--- src/sv/mkts_pkg.sv ---
// Types and constants of the top-k selector
package mkts_pkg;

	localparam int MAX_K      = 32;
	localparam int KEY_BITS   = 32;
	localparam int TAG_BITS   = 32;
	localparam int TOPC_W     = 6;
	localparam int KCNT_W     = 2;
	localparam int CFG_IDX_W  = 2;
	localparam int CFG_DATA_W = 6;
	localparam int FILL_W     = $clog2(MAX_K + 1);
	localparam int CMP_W      = (FILL_W > TOPC_W) ? FILL_W : TOPC_W;

	localparam logic [CFG_IDX_W-1:0] CFG_TOP_COUNT  = 2'd0;
	localparam logic [CFG_IDX_W-1:0] CFG_DESCENDING = 2'd1;
	localparam logic [CFG_IDX_W-1:0] CFG_KEY_COUNT  = 2'd2;

	localparam logic [TOPC_W-1:0] TOP_COUNT_RST = 6'd32;
	localparam logic [KCNT_W-1:0] KEY_COUNT_RST = 2'd1;

	localparam logic OP_OFFER = 1'b0;
	localparam logic OP_FLUSH = 1'b1;

	typedef struct packed {
		logic signed [KEY_BITS-1:0] key_first;
		logic signed [KEY_BITS-1:0] key_second;
		logic [TAG_BITS-1:0]        tag;
	} row_t;

	typedef struct packed {
		logic              descending;
		logic [KCNT_W-1:0] key_count;
	} cmp_cfg_t;

	typedef struct packed {
		row_t row;
		logic last;
		logic empty;
	} res_t;

	typedef enum logic [1:0] {
		CELL_HOLD,
		CELL_NEW,
		CELL_PREV,
		CELL_NEXT
	} cell_cmd_t;

	typedef enum logic {
		ST_IDLE,
		ST_DRAIN
	} ctrl_state_t;

endpackage

--- src/sv/mkts_cell.sv ---
// One slot of the insertion chain: holds a row and compares the incoming row against it
module mkts_cell (
	input  logic                clk,
	input  mkts_pkg::cell_cmd_t cmd,
	input  mkts_pkg::cmp_cfg_t  cmp_cfg,
	input  mkts_pkg::row_t      new_row,
	input  mkts_pkg::row_t      prev_row,
	input  mkts_pkg::row_t      next_row,
	output mkts_pkg::row_t      row,
	output logic                beats
);

	mkts_pkg::row_t row_q;
	logic use_first, use_second;
	logic lt_first, eq_first, lt_second;

	always_comb begin
		use_first  = (cmp_cfg.key_count != 2'd0);
		use_second = (cmp_cfg.key_count inside {2'd2, 2'd3});
		eq_first   = (new_row.key_first == row_q.key_first);
		if (cmp_cfg.descending) begin
			lt_first  = ($signed(new_row.key_first) > $signed(row_q.key_first));
			lt_second = ($signed(new_row.key_second) > $signed(row_q.key_second));
		end else begin
			lt_first  = ($signed(new_row.key_first) < $signed(row_q.key_first));
			lt_second = ($signed(new_row.key_second) < $signed(row_q.key_second));
		end
		beats = use_first & (lt_first | (eq_first & use_second & lt_second));
	end

	always_ff @(posedge clk) begin
		case (cmd)
			mkts_pkg::CELL_NEW:  row_q <= new_row;
			mkts_pkg::CELL_PREV: row_q <= prev_row;
			mkts_pkg::CELL_NEXT: row_q <= next_row;
			default:             row_q <= row_q;
		endcase
	end

	assign row = row_q;

endmodule

--- config.mk ---
export PLATFORM = sky130hd
export DESIGN_NAME = mkts_cell
export DESIGN_NICKNAME = d
export VERILOG_FILES = /design/src/sv/mkts_pkg.sv /design/src/sv/mkts_cell.sv
export SDC_FILE = /design/constraint.sdc
export NUM_CORES = 1
export LEC_CHECK = 0
export BUFFER_PORTS_ARGS = -buffer_cell sky130_fd_sc_hd__buf_4
export CAP_MARGIN = 20
export CORE_AREA = 2 2 151 153
export CTS_CLUSTER_SIZE = 10
export DETAILED_ROUTE_END_ITERATION = 12
export DIE_AREA = 0 0 153 155
export HOLD_SLACK_MARGIN = 0.12
export PLACE_DENSITY = 0.56
export SYNTH_ARGS = -nofsm -noshare
export SYNTH_HDL_FRONTEND = slang
export SYNTH_SLANG_ARGS = --single-unit
--- constraint.sdc ---
create_clock -name clk -period 9.1 [get_ports clk]
set_clock_uncertainty 0.15 [all_clocks]
set_input_delay 1.82 -clock clk [delete_from_list [all_inputs] [get_ports clk]]
set_output_delay 1.82 -clock clk [all_outputs]
set_load 0.01 [all_outputs]
; ---- Word-level counts from Yosys, hierarchy flattened
; Index checks and enable logic that the tools add are counted.
[totals]
reg_bits = 96
[op_classes]
reduce_logical = 3
n_mux = 3
bitwise_logic = 4
order_cmp = 4
eq_ne = 6
[ops]
columns = op, n
row1 = $pmux W96 S3, 1
row2 = $gt A32 B32 Y1, 2
row3 = $lt A32 B32 Y1, 2
row4 = $eq A32 B32 Y1, 1
row5 = $eq A2 B2 Y1 const B, 4
row6 = $reduce_bool A2 Y1, 2
row7 = $and A1 B1 Y1, 3
row8 = $reduce_bool A3 Y1, 1
row9 = $eq A2 B1 Y1 const B, 1
row10 = $mux W1, 2
row11 = $or A1 B1 Y1, 1

; ---- Longest topological paths before layout
; Gate-level depths: netlist of run 1.
[logic_depth]
word_depth = 6
mapped_depth = 9
ltp_nobuf = 9

; ---- Worst setup path after synthesis of run 1
; No wires, ideal clock.
[synth_path]
path_type = input to output
start = input port new_row[78] (netlist bit)
end = output port beats
slack_ps = 3674
n_path_buf = 0
t_arrival_ps = 3456
cell_stages = 8
required_ps = 7130
cell_sequence = ha_1 a21oi_1 nand2_1 a221o_1 o31a_1 nor3_1 mux2i_1 o211ai_1
[synth_between]
elab_chain_cells = 5
[synth_lines]
columns = element, line_no
row1 = "start, declared", mkts_cell.sv:6  ; input mkts_pkg::row_t new_row,
row2 = "parallel branches: the longest is 3 deep, another holds $lt A32 B32 Y1", --
row3 = $or A1 B1 Y1 *, mkts_cell.sv:28  ; beats = use_first & (lt_first | (eq_first & use_second & lt_second));
row4 = $and A1 B1 Y1 *, mkts_cell.sv:28
row5 = "end, declared", mkts_cell.sv:10  ; output logic beats
; Mark *: on every way between the ends.

; ---- Worst setup path in the final report of run 1
[layout_path]
start = input port new_row[69] (netlist bit)
end = output port beats
; The elaborated chain is that of the path after synthesis.

==> impl_metrics.ini, run 1 <==
[cells_and_area]
final_common_cell = buf_4
fillers = 2213
final_layout_size_suffix_gt1_share_pct = 39.9
diodes = 0
nets = 1388
largest_reg_flops = 96
final_cell_mix = buf_4 (391), a21oi_1 (117), nor2_1 (109)
finalNonFillerCells = 1319
synthToLayoutAreaGrowth_pct = 53.3
fin_area_um2 = 10000

[detailed_routing]
drt-vias-per-instance = 4.62
wl_mm = 22.1
drt_drc_violations_left = 0
vias = 6094
ant_nets = 0
drtPass1Iterations = 5
initialDrtViolationCount = 271
avgRoutedWirePerCell_um = 16.7

[sta]
hold_slack_ps = 1640
finalHoldViolCount = 0
worst_slew_pin_slew_ps = 886
post-route-period-util_pct = 64.5
final_max_slew_viol_count = 0
tns_ps = 0
slew_headroom_pct = 40.9
period_needed_ps = 5870
setup_viol = 0
rsz0062_at_grt = no
fmax_ghz = 0.170

[run]
drv_cap = 0

[clock_tree]
cts_setup_buffers = 0
postCtsHoldBufs = 0
cts.root.buffer_cell = clkbuf_16
cts_tree = yes
cts_sinks = 96
ctsLongestPathBuffers = 2
cts.clk_slew.worst_paths_ps = 70
cts_buffers = 9
cts_resized = 0
ctsHtreeMaxLevel = 3

[power_and_ir_drop]
total_power_w = 0.00140
total_leakage_power_nw = 5.00
pwr_density_cell_nw_per_um2 = 140
vdd_drop_max_mv = 0.0794

[placement]
place_inst = 1304
dp_hpwl_mm = 17.8
port_buffers = 390
place.gp.congestion = 0.775
placed_area_um2 = 9710

[global_route]
grt_pass1_wl_mm = 32.9
grt_max_degree = 115
grt_overflow = 0
track_usage_pct = 17.8
antenna_found_initial = 0
grt_pass1_vias = 5936

[critical_path]
crit_chain = buf_4, ha_1, a21oi_1, o21ai_0, a221o_1, o31a_1, nor3_1, mux2i_1, o211ai_1, buf_4
crit_path_end_kind = output port
critPathMaxStageDelay_ps = 350
cp_max_fo = 2
start_kind = primary input
slowest_stage = a221o_1
critPathRequiredTime_ps = 7130
critPathMostFrequentCell = buf_4
path_class = in -> out
crit_arrival_ps = 3900

[yosys]
synth_seq_cells = 96
syn_nets = 1016
syn_area_per_cell_um2 = 9.91
ys_warn_count = 0
synthCells = 658
synth_seq_area_share_pct = 44.2
synth_top_area_cell = edfxtp_1
ys_types = 36
syn_area_um2 = 6520
synth_area_leaders = edfxtp_1 (44%), mux2i_1 (15%), ha_1 (12%)
synth_top_area_share_pct = 44.2

[floorplan]
num_io_pins = 391
die-area_um2 = 23700
rows = 55
core-area_um2 = 22200
die_w_um = 153
die_h_um = 155
start_util_pct = 29.3

[min_path]
hold_depth = 3
min_path_type = in -> reg

[outcome]
status = completed
[kinds of logic (layout without fill, tap and decap cells)]
| group | count (synthesis) | after routing | synth area share, % |
|---|---|---|---|
| fa+ha+maj | 64 | 64 | 12.3 |
| buf+inv | 97 | 473 | 5.73 |
| compound gates | 149 | 149 | 12.8 |
| simple gates | 152 | 152 | 9.74 |
| mux | 98 | 98 | 15.0 |
| xor+xnor | 2 | 2 | 0.269 |
| flops | 96 | 96 | 44.2 |
[cell type report]
class                      instances  area, um^2  area share (%)
inverter                          65         244            2.44
multi-input combinational        465        3270            32.7
sequential                        96        2880            28.8
clock inverter                     6        67.6           0.675
clock buffer                       9         225            2.25
tap                              285         357            3.56
timing repair buffer             393        2960            29.6
[Yosys cell counts, drive strengths merged]
cell type / instances
buf: 9
a311o: 1
and2: 1
o21ai: 7
or3: 1
xnor2: 2
a2111o: 1
nor2b: 2
a221oi: 2
a31oi: 1
nand3: 7
a21o: 9
edfxtp: 96
o21bai: 1
and4: 2
nor4: 2
nor3: 2
mux2i: 98
nand4: 10
nand2: 15
nor2: 109
a221o: 2
inv: 65
clkbuf: 23
ha: 64
or2: 1
o221ai: 1
a21boi: 2
o31a: 1
a21oi: 118
o211ai: 3
[metrics by stage]
| stage | setup slack, ps | utilization [%] |
|---|---|---|
| final | 3230 | 45.0 |
| after global placement | 3190 | 43.7 |
| after floorplan | 3670 | - |
| after detailed placement | 3200 | 43.7 |
| after CTS | 3180 | 45.0 |
| after global routing | 3050 | 45.0 |
[per-layer routing]
metal	track usage, %	part of all wire, %	wire, um
met4	4.81	1.7	366
met5	0	0	0
met3	5.52	7.6	1670
met1	21.8	41	9070
met2	30.6	50	11000
[power breakdown]
group / internal [W] / switching, W
Sequential: 0.000549 / 0.0000234
Combinational: 0.000228 / 0.000202
Clock: 0.000214 / 0.000184
[final timing paths]
path | from | endpoint | slack [ps]
max | new_row[69] | beats | 3230
min | new_row[10] | row[10]$_DFFE_PP_ | 1640
[worst max-delay path: cells and delay by family]
kind / cells / cell delay (ps)
AO/OA/AOI/OAI: 5 / 1060
adder cells (fa/ha/maj): 1 / 310
buffers and inverters: 2 / 280
multiplexers: 1 / 250
AND/OR/NAND/NOR: 1 / 180
Note: power is estimated with default switching activity, not from simulation.
==> inputs of run 2 (changes only) <==
--- a/config.mk
+++ b/config.mk
@@ -7,12 +7,12 @@
 export LEC_CHECK = 0
 export BUFFER_PORTS_ARGS = -buffer_cell sky130_fd_sc_hd__buf_4
 export CAP_MARGIN = 20
-export CORE_AREA = 2 2 151 153
+export CORE_AREA = 2 2 153 155
 export CTS_CLUSTER_SIZE = 10
 export DETAILED_ROUTE_END_ITERATION = 12
-export DIE_AREA = 0 0 153 155
+export DIE_AREA = 0 0 155 157
 export HOLD_SLACK_MARGIN = 0.12
-export PLACE_DENSITY = 0.56
+export PLACE_DENSITY = 0.55
 export SYNTH_ARGS = -nofsm -noshare
 export SYNTH_HDL_FRONTEND = slang
 export SYNTH_SLANG_ARGS = --single-unit
==> constraint.sdc (replaced) <==
create_clock -name clk -period 6.05 [get_ports clk]
set_clock_uncertainty 0.15 [all_clocks]
set_input_delay 1.21 -clock clk [delete_from_list [all_inputs] [get_ports clk]]
set_output_delay 1.21 -clock clk [all_outputs]
set_load 0.01 [all_outputs]
==> run 2 against run 1 <==
Clock power increased by 60%. First-iteration DRC count decreased by 21%. Routed wire length increased by 2.6%. Hold slack got worse by 610 ps. Critical path depth unchanged. Critical path type unchanged. Highest routed layer unchanged.
==> impl_metrics.ini, run 2 (synthesis gave the netlist of run 1 again) <==
[global_route]
antenna_found_initial = 0
grt_pass1_wl_mm = 32.9
grt_pass1_vias = 5933
track_usage_pct = 17.8
grt_max_degree = 105
grt_overflow = 0

[clock_tree]
cts_buffers = 9
postCtsHoldBufs = 0
ctsLongestPathBuffers = 2
cts_setup_buffers = 0
cts_tree = yes
ctsHtreeMaxLevel = 3
cts_resized = 0
cts_sinks = 96
cts.clk_slew.worst_paths_ps = 70
cts.root.buffer_cell = clkbuf_16

[detailed_routing]
drtPass1Iterations = 4
vias = 6071
ant_nets = 0
wl_mm = 22.6
initialDrtViolationCount = 213
avgRoutedWirePerCell_um = 17.1
drt-vias-per-instance = 4.60
drt_drc_violations_left = 0

[critical_path]
critPathMostFrequentCell = buf_4
crit_chain = buf_4, ha_1, a21oi_1, nand2_1, a221o_1, o31a_1, nor3_1, mux2i_1, o211ai_1, buf_4
path_class = in -> out
critPathMaxStageDelay_ps = 360
cp_max_fo = 3
crit_path_end_kind = output port
crit_arrival_ps = 3330
slowest_stage = a221o_1
start_kind = primary input
critPathRequiredTime_ps = 4690
path_buf_inv = 2
crit_family = compound AO/OA/AOI/OAI gates

[power_and_ir_drop]
vdd_drop_max_mv = 0.134
total_power_w = 0.00214
pwr_density_cell_nw_per_um2 = 214
total_leakage_power_nw = 5.02

[run]
drv_cap = 0

[cells_and_area]
final_cell_mix = buf_4 (392), a21oi_1 (117), nor2_1 (109)
final_layout_size_suffix_gt1_share_pct = 40.0
final_common_cell = buf_4
largest_reg_flops = 96
diodes = 0
nets = 1389
synthToLayoutAreaGrowth_pct = 53.9
fillers = 2266

[floorplan]
die_w_um = 155
core-area_um2 = 22500
num_io_pins = 391
die-area_um2 = 24300
start_util_pct = 29.0
die_h_um = 157
rows = 55

[min_path]
min_path_type = in -> reg

[sta]
layout_setup_ws_ps = 1360
post-route-period-util_pct = 77.5
fmax_ghz = 0.213
finalHoldViolCount = 0
final_max_slew_viol_count = 0
setup_viol = 0
rsz0062_at_grt = no
period_needed_ps = 4690
worst_slew_pin_slew_ps = 899
tns_ps = 0
slew_headroom_pct = 40.0

[placement]
dp_slack_ps = 1350
place.gp.congestion = 0.799
dp_hpwl_mm = 18.4
port_buffers = 390

[outcome]
status = completed
## run 2: cell types whose count changed in the layout (fill, tap and decap cells not counted), sizes merged
cell,delta
clkinv,+1
bufinv,+1
buf,+1
clkinvlp,-1
## run 2: layout make-up
| cell class | count | area (um^2) | area share, % |
|---|---|---|---|
| Tap cell | 285 | 357 | 3.55 |
| Multi-Input combinational cell | 465 | 3270 | 32.6 |
| Inverter | 65 | 244 | 2.43 |
| Timing Repair Buffer | 394 | 2970 | 29.5 |
| Clock inverter | 7 | 93.8 | 0.935 |
| Sequential cell | 96 | 2880 | 28.7 |
| Clock buffer | 9 | 225 | 2.24 |
## run 2: through the flow
| step | hold WS (ps) | cell area, um^2 | utilization [%] | instances |
|---|---|---|---|---|
| final | 1030 | 10000 | 44.6 | 1321 |
| after global routing | 1030 | 10000 | 44.6 | 1321 |
| after CTS | 1010 | 10000 | 44.6 | 1321 |
| after detailed placement | 1390 | 9720 | 43.2 | 1305 |
| after global placement | 1380 | 9720 | 43.2 | 1305 |
| after floorplan | 1290 | 6520 | - | 658 |
## run 2: where the power goes
part           internal, W  total [W]  switching (W)
clock network     0.000364   0.000635       0.000271
registers         0.000825   0.000862      0.0000366
logic             0.000344   0.000646       0.000302
total              0.00153    0.00214       0.000610
## run 2: worst min-delay path, stage by stage
cell and delay, ps:
buf_4 70, nor2_1 30, a21oi_1 90
## run 2: layer usage
| metal | up-vias | share of wire [%] | global-route usage [%] |
|---|---|---|---|
| met5 | - | 0 | 0 |
| li1 | 3115 | - | - |
| met3 | 14 | 6.9 | 4.85 |
| met2 | 211 | 51 | 31.8 |
| met4 | 0 | 1.1 | 4.23 |
| met1 | 2731 | 41 | 21.2 |
## run 2: final timing paths
check	end	start	slack (ps)	cells after the start
worst min-delay path	row[15]$_DFFE_PP_	new_row[15]	1030	3
worst max-delay path	beats	new_row[78]	1360	10
