<file path="config.mk">
export PLATFORM = sky130hd
export DESIGN_NAME = mkts_ctrl
export DESIGN_NICKNAME = d
export VERILOG_FILES = /design/src/sv/mkts_pkg.sv /design/src/sv/mkts_ctrl.sv
export SDC_FILE = /design/constraint.sdc
export NUM_CORES = 1
export LEC_CHECK = 0
export CORE_MARGIN = 5
export CORE_UTILIZATION = 35
export DETAILED_ROUTE_END_ITERATION = 8
export DONT_BUFFER_PORTS = 1
export PLACE_DENSITY_LB_ADDON = 0.15
export SLEW_MARGIN = 20
export SYNTH_ARGS = -nofsm -noshare
export SYNTH_HDL_FRONTEND = slang
export SYNTH_SLANG_ARGS = --single-unit
</file>
<file path="constraint.sdc">
create_clock -name clk -period 9.7 [get_ports clk]
set_input_delay 0.97 -clock clk [delete_from_list [all_inputs] [get_ports clk]]
set_output_delay 0.97 -clock clk [all_outputs]
set_load 0.01 [all_outputs]
</file>
<file path="src/sv/mkts_pkg.sv">
// Types and constants of the top-k selector
package mkts_pkg;

	localparam int MAX_K      = 32;
	localparam int KEY_BITS   = 32;
	localparam int TAG_BITS   = 32;
	localparam int TOPC_W     = 6;
	localparam int KCNT_W     = 2;
	localparam int CFG_IDX_W  = 2;
	localparam int CFG_DATA_W = 6;
	localparam int FILL_W     = $clog2(MAX_K + 1);
	localparam int CMP_W      = (FILL_W > TOPC_W) ? FILL_W : TOPC_W;

	localparam logic [CFG_IDX_W-1:0] CFG_TOP_COUNT  = 2'd0;
	localparam logic [CFG_IDX_W-1:0] CFG_DESCENDING = 2'd1;
	localparam logic [CFG_IDX_W-1:0] CFG_KEY_COUNT  = 2'd2;

	localparam logic [TOPC_W-1:0] TOP_COUNT_RST = 6'd32;
	localparam logic [KCNT_W-1:0] KEY_COUNT_RST = 2'd1;

	localparam logic OP_OFFER = 1'b0;
	localparam logic OP_FLUSH = 1'b1;

	typedef struct packed {
		logic signed [KEY_BITS-1:0] key_first;
		logic signed [KEY_BITS-1:0] key_second;
		logic [TAG_BITS-1:0]        tag;
	} row_t;

	typedef struct packed {
		logic              descending;
		logic [KCNT_W-1:0] key_count;
	} cmp_cfg_t;

	typedef struct packed {
		row_t row;
		logic last;
		logic empty;
	} res_t;

	typedef enum logic [1:0] {
		CELL_HOLD,
		CELL_NEW,
		CELL_PREV,
		CELL_NEXT
	} cell_cmd_t;

	typedef enum logic {
		ST_IDLE,
		ST_DRAIN
	} ctrl_state_t;

endpackage

</file>
<file path="src/sv/mkts_ctrl.sv">
// Chain control: fill count, insertion point, drain sequencing and result register
module mkts_ctrl (
	input  logic                            clk,
	input  logic                            arst_n,
	input  logic                            in_valid,
	input  logic                            in_op,
	output logic                            in_ready,
	input  logic [mkts_pkg::TOPC_W-1:0]     top_count,
	input  logic [mkts_pkg::MAX_K-1:0]      beats,
	input  mkts_pkg::row_t                  head_row,
	output mkts_pkg::cell_cmd_t             cmd [mkts_pkg::MAX_K],
	output logic                            out_valid,
	input  logic                            out_ready,
	output mkts_pkg::res_t                  res
);

	localparam int FW = mkts_pkg::FILL_W;
	localparam int NK = mkts_pkg::MAX_K;

	mkts_pkg::ctrl_state_t state_q, state_d;
	logic [FW-1:0] fill_q;
	logic [FW-1:0] rem_q;
	logic          out_valid_q;
	mkts_pkg::res_t res_q;

	logic [FW-1:0] limit;
	logic [FW-1:0] drain_n;
	logic [FW:0]   fill_inc;
	logic [FW-1:0] fill_new;
	logic [NK-1:0] hit, ge_pos, eq_pos, lt_lim;
	logic          ins_ok, accept, offer_go, flush_go, emit, shift, done;

	always_comb begin
		logic [mkts_pkg::CMP_W-1:0] tc_ext, mk_ext;
		tc_ext   = mkts_pkg::CMP_W'(top_count);
		mk_ext   = mkts_pkg::CMP_W'(NK);
		limit    = FW'((tc_ext > mk_ext) ? mk_ext : tc_ext);
		drain_n  = (fill_q < limit) ? fill_q : limit;
		fill_inc = {1'b0, fill_q} + 1'b1;
		fill_new = (fill_inc > {1'b0, limit}) ? limit : fill_inc[FW-1:0];
	end

	for (genvar g = 0; g < NK; g++) begin : g_pos
		assign hit[g]    = beats[g] & (FW'(g) < fill_q);
		assign ge_pos[g] = (|hit[g:0]) | (FW'(g) >= fill_q);
		assign lt_lim[g] = (FW'(g) < limit);
		if (g == 0) begin : g_first
			assign eq_pos[g] = ge_pos[g];
		end else begin : g_rest
			assign eq_pos[g] = ge_pos[g] & ~ge_pos[g-1];
		end
	end

	assign ins_ok = |(eq_pos & lt_lim);

	// next state
	always_comb begin
		state_d = state_q;
		case (state_q)
			mkts_pkg::ST_IDLE:  if (flush_go) state_d = mkts_pkg::ST_DRAIN;
			mkts_pkg::ST_DRAIN: if (done) state_d = mkts_pkg::ST_IDLE;
			default:            state_d = mkts_pkg::ST_IDLE;
		endcase
	end

	// outputs
	always_comb begin
		in_ready = (state_q == mkts_pkg::ST_IDLE);
		accept   = in_valid & in_ready;
		offer_go = accept & (in_op == mkts_pkg::OP_OFFER) & ins_ok;
		flush_go = accept & (in_op == mkts_pkg::OP_FLUSH);
		emit     = (state_q == mkts_pkg::ST_DRAIN) & (~out_valid_q | out_ready);
		shift    = emit & (rem_q > FW'(1));
		done     = emit & ~shift;
	end

	for (genvar g = 0; g < NK; g++) begin : g_cmd
		always_comb begin
			if (offer_go) begin
				if (eq_pos[g]) cmd[g] = mkts_pkg::CELL_NEW;
				else if (ge_pos[g]) cmd[g] = mkts_pkg::CELL_PREV;
				else cmd[g] = mkts_pkg::CELL_HOLD;
			end else if (shift) begin
				cmd[g] = mkts_pkg::CELL_NEXT;
			end else begin
				cmd[g] = mkts_pkg::CELL_HOLD;
			end
		end
	end

	always_ff @(posedge clk or negedge arst_n) begin
		if (!arst_n) begin
			state_q     <= mkts_pkg::ST_IDLE;
			fill_q      <= '0;
			rem_q       <= '0;
			out_valid_q <= 1'b0;
		end else begin
			state_q <= state_d;
			if (flush_go) begin
				fill_q <= '0;
				rem_q  <= drain_n;
			end else if (offer_go) begin
				fill_q <= fill_new;
			end
			if (shift) rem_q <= rem_q - 1'b1;
			if (emit) out_valid_q <= 1'b1;
			else if (out_ready) out_valid_q <= 1'b0;
		end
	end

	always_ff @(posedge clk) begin
		if (emit) begin
			if (rem_q == '0) begin
				res_q.row   <= '0;
				res_q.empty <= 1'b1;
			end else begin
				res_q.row   <= head_row;
				res_q.empty <= 1'b0;
			end
			res_q.last <= ~shift;
		end
	end

	assign out_valid = out_valid_q;
	assign res       = res_q;

endmodule

</file>
# Yosys cells after proc, flatten, opt, wreduce, memory -nomap -nowiden
# Cells that the tools add are included.
[totals]
ff_bits = 112
input_bits = 139
output_inout_bits = 164
word_cells = 395
[classes]
n_addsub = 2
n_lt_le_gt_ge = 100
n_mux = 109
n_bitwise = 139
n_reduce_logical = 36
[op_table]
columns = ["op", "count"]
rows = [
  ["5-bit by 6-bit less-than comparator with 1-bit output, first input constant", 32],
  ["2-bit 2-to-1 mux", 95],
  ["5-bit by 6-bit greater-or-equal comparator with 1-bit output, first input constant", 16],
  ["4-bit by 6-bit less-than comparator with 1-bit output, first input constant", 16],
  ["1-bit AND", 70],
  ["32-bit OR reduction", 2],
  ["4-bit by 6-bit greater-or-equal comparator with 1-bit output, first input constant", 8],
  ["3-bit by 6-bit less-than comparator with 1-bit output, first input constant", 8],
  ["6-bit 2-to-1 mux", 7],
  ["1-bit NOT", 35],
  ["1-bit bitwise OR", 33],
  ["32-bit AND", 1],
  ["31-bit OR reduction", 1],
  ["30-bit OR reduction", 1],
  ["29-bit OR reduction", 1],
  ["28-bit OR reduction", 1],
  ["27-bit OR reduction", 1],
  ["26-bit OR reduction", 1],
  ["25-bit OR reduction", 1],
  ["3-bit by 6-bit greater-or-equal comparator with 1-bit output, first input constant", 4],
  ["1-bit by 6-bit less-than comparator with 1-bit output, first input constant", 4],
  ["2-bit by 6-bit less-than comparator with 1-bit output, first input constant", 4],
  ["24-bit OR reduction", 1],
  ["23-bit OR reduction", 1],
  ["33 further kinds", 42],
]

# Longest topological paths before layout
# Gate-level depths: netlist of the first run.
[logic_depth]
ltp_word = 11
depth_mapped = 15
ltp_nobuf = 12

# Worst setup path before layout of the first run
# Ideal clock, no wire load.
[synth_path]
path_kind = "in2out"
from = "in out_ready"
to = "out cmd[20] in the netlist's numbering"
arrival_ps = 4736
required_time_ps = 8730
slack_ps = 3994
stages = 8
path_buffers = 3
path_cell_list = "nand2b_1 > and2_1 > and2_1 > clkbuf_1 > inv_1 > clkbuf_1 > buf_1 > o41ai_1"
[synth_rtl]
columns = ["item", "line_no", "text"]
rows = [
  ["start: declaration", "mkts_ctrl.sv:13", "input logic out_ready,"],
  ["end: declaration", "mkts_ctrl.sv:11", "output mkts_pkg::cell_cmd_t cmd [mkts_pkg::MAX_K],"],
]

==> results.md, run 1 <==
* Status: completed
* P_sw at 1.07 mW
* Die area at 0.0243 mm2
* CP Max Fanout at 41
* DIE HEIGHT at 156 um
* Cells after DPL at around 1000
* Overall routing resource usage at 0.218
* Slew headroom at 0.344
* Syn Std Cell Area at 0.00744 mm2
* VDD IR max at 0.000109 V
* Mapped Avg Cell Area at roughly 9.5 um2
* Root Buffer: clkbuf_16
* CTS Buf Count at 9
* Setup crit start kind: flip-flop
* RSZ-0062 raised after global routing: false
* Worst Clk Skew at 0.00966 ns
* Mapped Cells at roughly 800
* Min Tclk post-route at 6.26 ns
* DR WL/cell at 27.1 um
* Gr ovfl total at 0
* Drt via density at 6.18
* GP Congestion at roughly 0.94
* Most used DFF post-synth: edfxtp_1
* Initial antenna violation count at 1
* Final ANT Viol Nets at 0
* Largest net degree at the start of global routing at a little under 100
* Max Clk Rate at between 0.15 and 0.2 GHz
* Max clock buf depth at 2
* Vias post-DR at 6340
* CTS tree: yes
* Worst endpoint required time at 8.73 ns
* Setup TNS at 0 ns
* Core area at 0.0210 mm2
* CP arrival at 5.29 ns
* Logic pwr share at 0.503
* Slew Viols, Final at 0
* Crit Path Class: flip-flop to output pin
* Sw Share at 0.482
* Post-synth EDFFs at 98
* Syn Nets at 942
* WL final at 27800 um
* First-pass iteration count of the detailed router at 5
* Worst Tran Pin Value at ~0.98 ns
* Final Hold Viols at 0
* # fillers at 2131
* Post-CTS setup buffers at 0
* Async set or reset register ratio after synthesis at 0.125
* Leak at about 2.7 nW
* Clock Sinks at 112
* Critical path endpoint category: output pin
* Total Nets Final at 902
* Ports at 303
* PD cells at approximately 280 mW/mm2
* Post-CTS sizing at 0
* Initial Util at 0.355
* Buffers on Ports at 0
* Final period util at 0.646
* # rows at 53
* CTS Hold Bufs at 0
* Max-cap violations at 0
* Clk Latency, worst-skew pair at 0.35 ns
* First-pass GRT wire length at 40600 um
* Share of layout cells above drive strength 1 at 0.0907
* Synth Register Bits at 112
* Dpl hpwl at 21500 um
* Dpl cell area at 0.00761 mm2
* H-Tree Depth at 3
* Die width at ~160 um
* Seq pwr share at 0.329
* Vias in the first global route at 6112
* Post-synthesis sequential area ratio at 0.443
* Area growth, synth to finish at 6.36%
* Clock-pin slew on the worst setup and hold paths at around 0.08 ns
* Final Cell Area at just under 0.008 mm2
* Hold Crit Class: primary input to async pin
* Synth warnings at 0
* Clock power frac at 0.168
* Pint at 1.15 mW
* Post-Layout Cell Count at 1026
* Initial DRC count at ~530
* Netlist cell types at 77
* DRC viols at 0
* Final setup vio count at 0
[state kept, by name, summed over array words and instances (netlist names)]
name,cells
res,98
fill_q,6
rem_q,6
out_valid,1
state_q,1
[layer usage]
metal | part of all wire | global-route usage
met1 | 0.39 | 0.270
met3 | 0.090 | 0.0616
met2 | 0.50 | 0.374
met4 | 0.020 | 0.0588
met5 | 0 | 0
[cell usage in the layout (no fill, tap or decap), drive strengths merged, types with 4 or more instances in the layout]
cell,netlist,final
a211oi,9,9
o21a,8,8
nor2b,11,11
a21o,5,5
a31oi,8,8
and2,104,104
clkbuf,46,9
a21oi,48,48
nand3,18,18
a311oi,4,4
and3,4,4
nand4,5,5
o31ai,25,25
nor2,55,55
buf,15,10
mux2i,4,4
ha,18,18
a211o,6,6
nand2,50,50
nor4,4,4
dfrtp,14,14
o211ai,8,8
o41ai,11,11
or2,6,6
o21ai,68,68
o22ai,8,8
o221ai,6,6
edfxtp,98,98
inv,27,32
or3,10,10
or4,7,7
nor3,12,12
nand2b,10,10
[worst max-delay path, stage by stage, from the launching register on]
cell and delay, ns:
dfrtp_1 0.62, inv_1 0.20, ha_1 0.46, nor2b_1 0.34, o31ai_1 0.14, or3_1 0.35, or4_1 0.74, nor4_1 0.57
a21o_1 0.27, o31ai_4 0.22, buf_4 0.39, o41ai_1 0.61
[logic make-up (layout without fill, tap and decap cells)]
logic type | Yosys count | in the layout | synth area share
AOI/OAI and AO/OA | 248 | 248 | 0.239
muxes | 6 | 6 | 0.00841
and+or+nand+nor | 307 | 307 | 0.225
buffers and inverters | 89 | 54 | 0.0493
other | 0 | 1 | 0
DFF | 112 | 112 | 0.443
adders and majority gates | 18 | 18 | 0.0303
xor gates and xnor gates | 5 | 5 | 0.00589
[through the flow]
stage | total power [mW] | worst slack (ns) | hold slack [ns] | utilization
after floorplan | 1.58 | 3.99 | 0.494 | -
after global placement | 1.84 | 3.98 | 0.518 | 0.363
after detailed placement | 1.85 | 3.86 | 0.534 | 0.363
after CTS | 2.22 | 3.45 | 0.283 | 0.377
after global routing | 2.37 | 3.07 | 0.278 | 0.378
final | 2.21 | 3.44 | 0.304 | 0.378
[power groups by stage]
| stage | logic, mW | registers [mW] | clock network [mW] |
|---|---|---|---|
| after floorplan | 0.868 | 0.708 | 0 |
| final | 1.11 | 0.729 | 0.372 |
| after detailed placement | 1.10 | 0.743 | 0 |
| after global routing | 1.22 | 0.740 | 0.406 |
| after global placement | 1.10 | 0.740 | 0 |
| after CTS | 1.11 | 0.732 | 0.381 |
[synthesized netlist by cell type (all sizes together), types with 11 or more instances]
cell type  count  area, um2
and2         104        651
nor2          55        209
buf           15       87.6
nor3          12       65.1
inv           27        101
nand3         18       90.1
o31ai         25        248
clkbuf        46        174
edfxtp        98       2940
a21oi         48        244
o41ai         11        156
ha            18        225
nand2         50        188
dfrtp         14        350
nor2b         11       68.8
o21ai         68        348
[cell type report]
cell class,count,area (um2),area share
antenna,1,2.50,0.000316
sequential,112,3290,0.416
inverter,28,105,0.0133
tap,275,344,0.0435
timing repair buffer,10,75.1,0.00949
clock buffer,9,225,0.0285
clock inverter,7,70.1,0.00886
multi-input combinational,584,3800,0.480
[final timing paths]
kind | startpoint | to | slack, ns | depth (start not counted)
max | fill_q[1]$_DFFE_PN0P_ | cmd[32] | 3.44 | 11
min | arst_n | rem_q[2]$_DFFE_PN0P_ | 0.30 | 0
max reg2reg | fill_q[1]$_DFFE_PN0P_ | fill_q[0]$_DFFE_PN0P_ | 4.76 | 11
min reg2reg | state_q$_DFF_PN0_ | out_valid$_DFFE_PN0P_ | 0.55 | 2
max in group asynchronous | arst_n | fill_q[4]$_DFFE_PN0P_ | 9.32 | 0
min in group clk | state_q$_DFF_PN0_ | out_valid$_DFFE_PN0P_ | 0.55 | 2
Power figures use the tool's default switching activity.
==> inputs of run 2 (changes only) <==
- clock period: 9.7 -> 6.44 ns (I/O delays scaled with it)
==> run 2 against run 1 <==
Largest power group unchanged. Cell count is 0.58% higher. Critical path type unchanged. Core utilization is 0.19 points higher. Critical endpoint unchanged. Global-route usage is 0.37 points lower. Clock skew is 0.0014 ns lower. Die area stayed put. Highest routed layer is now met5. Worst setup slack worse by 2.9 ns. Clock power is 48% higher. Clock-buffer cell count is 1 higher.
==> results.md, run 2 (synthesized netlist as in run 1, its figures left out) <==
* Vias post-DR at 6283 (-0.90%)
* Die width at 156 um (unchanged)
* Gr ovfl total at 0 (unchanged)
* Crit Path Class: flip-flop to output pin
* Share of layout cells above drive strength 1 at 0.0939 (+0.00325)
* Max-cap violations at 0 (unchanged)
* CP arrival at 5.29 ns (about the same)
* Leak at 2.73 nW (+0.78%)
* DIE HEIGHT at 156 um (unchanged)
* PD cells at 420 mW/mm2 (+50%)
* Drt via density at 6.09 (-1.5%)
* CP peak stage delay at 0.76 ns (+0.02 ns)
* Max clock buf depth at 2 (unchanged)
* # rows at 53 (unchanged)
* DRC viols at 0 (unchanged)
* Slew headroom at 0.328 (-0.0160)
* Hold Crit Class: primary input to flip-flop
* Final Hold Viols at 0 (unchanged)
* CTS Hold Bufs at 1 (+1)
* Ports at 303 (unchanged)
* Setup crit start kind: flip-flop
* Clk Latency, worst-skew pair at 0.35 ns (about the same)
* WHS at 0.482 ns (+0.178 ns)
* Initial antenna violation count at 1 (unchanged)
* H-Tree Depth at 3 (unchanged)
* Total power at 3.34 mW (+51%)
* Die area at 0.0243 mm2 (unchanged)
* Critical path endpoint category: output pin
* CTS Buf Count at 9 (unchanged)
* Worst-path cell chain: inv_1 > ha_1 > nor2b_1 > o31ai_1 > or3_1 > or4_1 > nor3_1 > and3_1 > o31ai_4 > buf_4 > o41ai_1
* Worst Clk Skew at 0.00829 ns (-0.00138 ns)
* Status: completed
* Commonest non-fill, non-tap cell in the layout: and2_1
* GP Congestion at 0.994 (+5.4%)
* Vias in the first global route at 5906 (-3.4%)
* Delay-heaviest family, CP: simple AND/OR/NAND/NOR gates
* First-pass iteration count of the detailed router at 6 (+1)
* # fillers at 2108 (-1.1%)
* Post-CTS sizing at 0 (unchanged)
* VDD IR max at 0.000168 V (+53%)
* Final Cell Area at 0.00795 mm2 (+0.49%)
* Buffers on Ports at 0 (unchanged)
* CP max stage cell: or4_1
* WP buf/inv at 2 (unchanged)
* Area growth, synth to finish at 6.88%
* DR WL/cell at 26.8 um (-0.98%)
* Min Tclk post-route at 5.93 ns
* CTS tree: yes
* Post-Layout Cell Count at 1032 (+0.58%)
* Total Nets Final at 908 (+0.67%)
* Final period util at 0.921
* Max reg flops at 98 (unchanged)
* Clock Sinks at 112 (unchanged)
* Post-CTS setup buffers at 0 (unchanged)
* Final ANT Viol Nets at 0 (unchanged)
* Slew Viols, Final at 0 (unchanged)
* Placement-stage worst setup slack at 0.993 ns (-2.87 ns)
* Dpl cell area at 0.00765 mm2 (+0.43%)
* Max Clk Rate at about 0.17 GHz
* Initial DRC count at 417 (-21%)
* Cells after DPL at 1014 (+0.50%)
* Largest net degree at the start of global routing at 98 (unchanged)
* R2r setup slk at 1.90 ns (-2.86 ns)
* Root Buffer: clkbuf_16
* CP Max Fanout at 19 (-54%)
* Finished Core Util at 0.379 (+0.00185)
* Initial Util at 0.355 (unchanged)
* Final setup margin at 0.506 ns (-2.93 ns)
* RSZ-0062 raised after global routing: false
* Setup TNS at 0 ns (unchanged)
* Most frequent cells in the layout: 103 x and2_1, 98 x edfxtp_1, 54 x nor2_1
* Overall routing resource usage at 0.214 (-0.00370)
* WL final at 27700 um (-0.40%)
* Worst Tran Pin Value at 1.01 ns (+0.0240 ns)
* Clock-pin slew on the worst setup and hold paths at 0.08 ns (about the same)
* First-pass GRT wire length at 39800 um (-2.0%)
* Core area at 0.0210 mm2 (unchanged)
* Final setup vio count at 0 (unchanged)
* Worst endpoint required time at 5.80 ns (-2.93 ns)
* Dpl hpwl at 21400 um (-0.40%)
## run 2: area by class of cell
type,count,area (um2),share of cell area
diodes,1,2.50,0.000315
clock buffers,10,229,0.0288
clock inverters,6,62.6,0.00787
inverters,28,105,0.0132
multi-input cells,584,3790,0.477
flip-flops and latches,112,3290,0.414
well taps,275,344,0.0433
repair buffers,16,123,0.0154
## run 2: report_power, final
part / switching (mW) / total [mW] / internal (mW)
logic: 1.16 / 1.67 / 0.512
clock network: 0.276 / 0.550 / 0.273
registers: 0.165 / 1.11 / 0.950
total: 1.60 / 3.34 / 1.74
## run 2: worst paths after layout
kind	from	to	cells past startpoint
max	fill_q[1]$_DFFE_PN0P_	cmd[32]	11
max reg2reg	fill_q[1]$_DFFE_PN0P_	fill_q[4]$_DFFE_PN0P_	10
min reg2reg	rem_q[4]$_DFFE_PN0P_	rem_q[4]$_DFFE_PN0P_	1
max in group asynchronous	arst_n	fill_q[3]$_DFFE_PN0P_	1
min in group asynchronous	arst_n	rem_q[4]$_DFFE_PN0P_	1
min	head_row[36]	res[38]$_SDFFCE_PP0P_	1
## run 2: layer usage
metal  share of wire  up-vias  global-route usage  wire length (um)
met4           0.014        2              0.0488               379
met2            0.50      356               0.369             13800
met5         0.00047        -                   0                13
met3           0.097       28              0.0660              2680
li1                -     2846                   -                 -
met1            0.39     3051               0.265             10800
==> inputs of run 3 (changes only) <==
- ABC_AREA: not set -> 0
- clock period: 6.44 -> 6.1 ns (I/O delays scaled with it)
==> run 3 against run 2 <==
Global-route usage rose by 0.23 points. Worst hold slack got worse by 0.032 ns. Die area did not move. Non-clock buffer count rose by 3. Combinational power rose by 7%. Critical path depth rose by 1.
==> results.md, run 3 (synthesized netlist as in run 1, its figures left out) <==
* P_sw at 1.72 mW (+7.5%)
* Max Clk Rate at 0.177 GHz
* Final Hold Viols at 0 (unchanged)
* Finished Core Util at 0.382 (+0.00245)
* Pint at 1.85 mW (+6.6%)
* RR Startpoint: fill_q[1]$_DFFE_PN0P_
* Worst endpoint required time at 5.49 ns (-0.31 ns)
* FF+latch area at 0.00329 mm2 (unchanged)
* Sw Share at 0.482 (+0.00213)
* H-Tree Depth at 3 (unchanged)
* Hold Crit Class: primary input to flip-flop
* Ports at 303 (unchanged)
* Worst R2R Path Depth at 11 (+1)
* Clock-pin slew on the worst setup and hold paths at 0.08 ns (about the same)
* Setup crit start kind: flip-flop
* Clk Latency, worst-skew pair at 0.35 ns (about the same)
* Leak at 2.76 nW (+1.0%)
* Hold depth at 1 (unchanged)
* Most frequent cells in the layout: 103 x and2_1, 98 x edfxtp_1, 54 x nor2_1
* R2r setup slk at 1.55 ns (-0.35 ns)
* Final ANT Viol Nets at 0 (unchanged)
* Max-cap violations at 0 (unchanged)
* Area growth, synth to finish at 7.57%
* WHS Endpoint: res[35]$_SDFFCE_PP0P_
* Diodes inserted at 0 (-1)
* DR WL/cell at 26.9 um (+0.56%)
* Worst Clk Skew at 0.00540 ns (-0.00288 ns)
* Commonest non-fill, non-tap cell in the layout: and2_1
* Initial antenna violation count at 0 (-1)
* Initial DRC count at 557 (+34%)
* Die area at 0.0243 mm2 (unchanged)
* Slew headroom at 0.292 (-0.0364)
* Dpl hpwl at 21600 um (+0.56%)
* Min-delay src: head_row[33]
* CTS Buf Count at 9 (unchanged)
* RSZ-0062 raised after global routing: false
* Core area at 0.0210 mm2 (unchanged)
* First-pass GRT wire length at 40400 um (+1.6%)
* Final period util at 0.928
* Status: completed
* Clock Sinks at 112 (unchanged)
* Seq pwr share at 0.334 (about the same)
* Multi-input combinational cell area at 0.00380 mm2 (+0.30%)
* WL final at 27900 um (+0.76%)
* CP arrival at 5.05 ns (-0.24 ns)
* Max reg flops at 98 (unchanged)
* Gr ovfl total at 0 (unchanged)
* Vias post-DR at 6354 (+1.1%)
* PD cells at 446 mW/mm2 (+6.3%)
* Min Tclk post-route at 5.66 ns
* CP Max Fanout at 41 (+22)
* VDD IR max at 0.000170 V (+1.6%)
* DIE HEIGHT at 156 um (unchanged)
* RR Endpoint: fill_q[0]$_DFFE_PN0P_
* Critical path endpoint category: output pin
* Setup TNS at 0 ns (unchanged)
* Post-CTS setup buffers at 0 (unchanged)
* GP Congestion at 0.967 (-2.7%)
* Buffers on Ports at 0 (unchanged)
* Worst Tran Pin Value at 1.06 ns (+0.0547 ns)
* Die width at 156 um (unchanged)
* Slew Viols, Final at 0 (unchanged)
* Clock power frac at 0.164 (about the same)
* Drt via density at 6.15 (+0.93%)
* DRC viols at 0 (unchanged)
* Initial Util at 0.355 (unchanged)
* Dpl cell area at 0.00768 mm2 (+0.46%)
* Total Nets Final at 911 (+0.33%)
* Largest net degree at the start of global routing at 98 (unchanged)
* First-pass iteration count of the detailed router at 6 (unchanged)
* Final setup vio count at 0 (unchanged)
* Final Cell Area at 0.00800 mm2 (+0.65%)
* # fillers at 2112 (+0.19%)
* Root Buffer: clkbuf_16
* Logic pwr share at 0.501 (about the same)
* Crit Path Class: flip-flop to output pin
* Vias in the first global route at 6120 (+3.6%)
* CTS tree: yes
* Share of layout cells above drive strength 1 at 0.101 (+0.00753)
* # rows at 53 (unchanged)
* Max clock buf depth at 2 (unchanged)
* Overall routing resource usage at 0.217 (+0.00232)
* WHS at 0.450 ns (-0.0316 ns)
[run 3: area by class of cell]
| cell class | instances | area share |
|---|---|---|
| clock inverters | 7 | 0.00907 |
| clock buffers | 9 | 0.0281 |
| well taps | 275 | 0.0430 |
| flip-flops and latches | 112 | 0.412 |
| multi-input cells | 584 | 0.475 |
| inverters | 28 | 0.0133 |
| repair buffers | 19 | 0.0197 |
[run 3: how the worst max path moves through the flow]
| stage | from | end | slack [ns] |
|---|---|---|---|
| 6_report | fill_q[1]$_DFFE_PN0P_ | cmd[32] | 0.44 |
| 3_3_place_gp | fill_q[1]$_DFFE_PN0P_ | cmd[32] | 0.96 |
| 5_1_grt | fill_q[1]$_DFFE_PN0P_ | cmd[32] | 0.09 |
| 4_1_cts | fill_q[1]$_DFFE_PN0P_ | cmd[32] | 0.39 |
| 2_1_floorplan | out_ready | cmd[20] | 1.11 |
| 3_5_place_dp | fill_q[1]$_DFFE_PN0P_ | cmd[32] | 0.80 |
[run 3: what timing repair did]
item | 4_1_cts | 5_1_grt
gates resized for setup | 0 | 2
endpoints found under the setup margin | 0 | 1
hold buffers | 1 | 0
endpoints found under the hold margin | 14 | 0
[run 3: worst max-delay path: stages (launching register included)]
cell and delay [ns]:
dfrtp_1 0.64, inv_1 0.20, ha_1 0.46, nand2b_1 0.21
o21ai_1 0.26, nand4_1 0.29, or4_1 0.88, nor4_2 0.44
a21o_1 0.23, o31ai_4 0.23, buf_12 0.28, o41ai_1 0.36
buf_4 0.19
[run 3: stage by stage]
step / total power [mW] / cells / setup WS (ns)
final: 3.57 / 1034 / 0.440
after global routing: 3.80 / 1034 / 0.0895
after CTS: 3.57 / 1034 / 0.388
after detailed placement: 2.97 / 1017 / 0.798
after global placement: 2.95 / 1017 / 0.959
after floorplan: 2.51 / 785 / 1.11
[run 3: power groups by stage]
stage	clock network (mW)	logic, mW	registers, mW
3_5_place_dp	0	1.76	1.21
4_1_cts	0.608	1.76	1.20
2_1_floorplan	0	1.38	1.13
3_3_place_gp	0	1.74	1.21
5_1_grt	0.639	1.96	1.21
6_report	0.587	1.79	1.19
[run 3: per-layer routing]
layer	vias to the layer above	share of wire	GRT usage
met1	3099	0.39	0.269
met2	383	0.49	0.366
met4	0	0.016	0.0546
met3	28	0.099	0.0705
met5	-	0	0
li1	2844	-	-
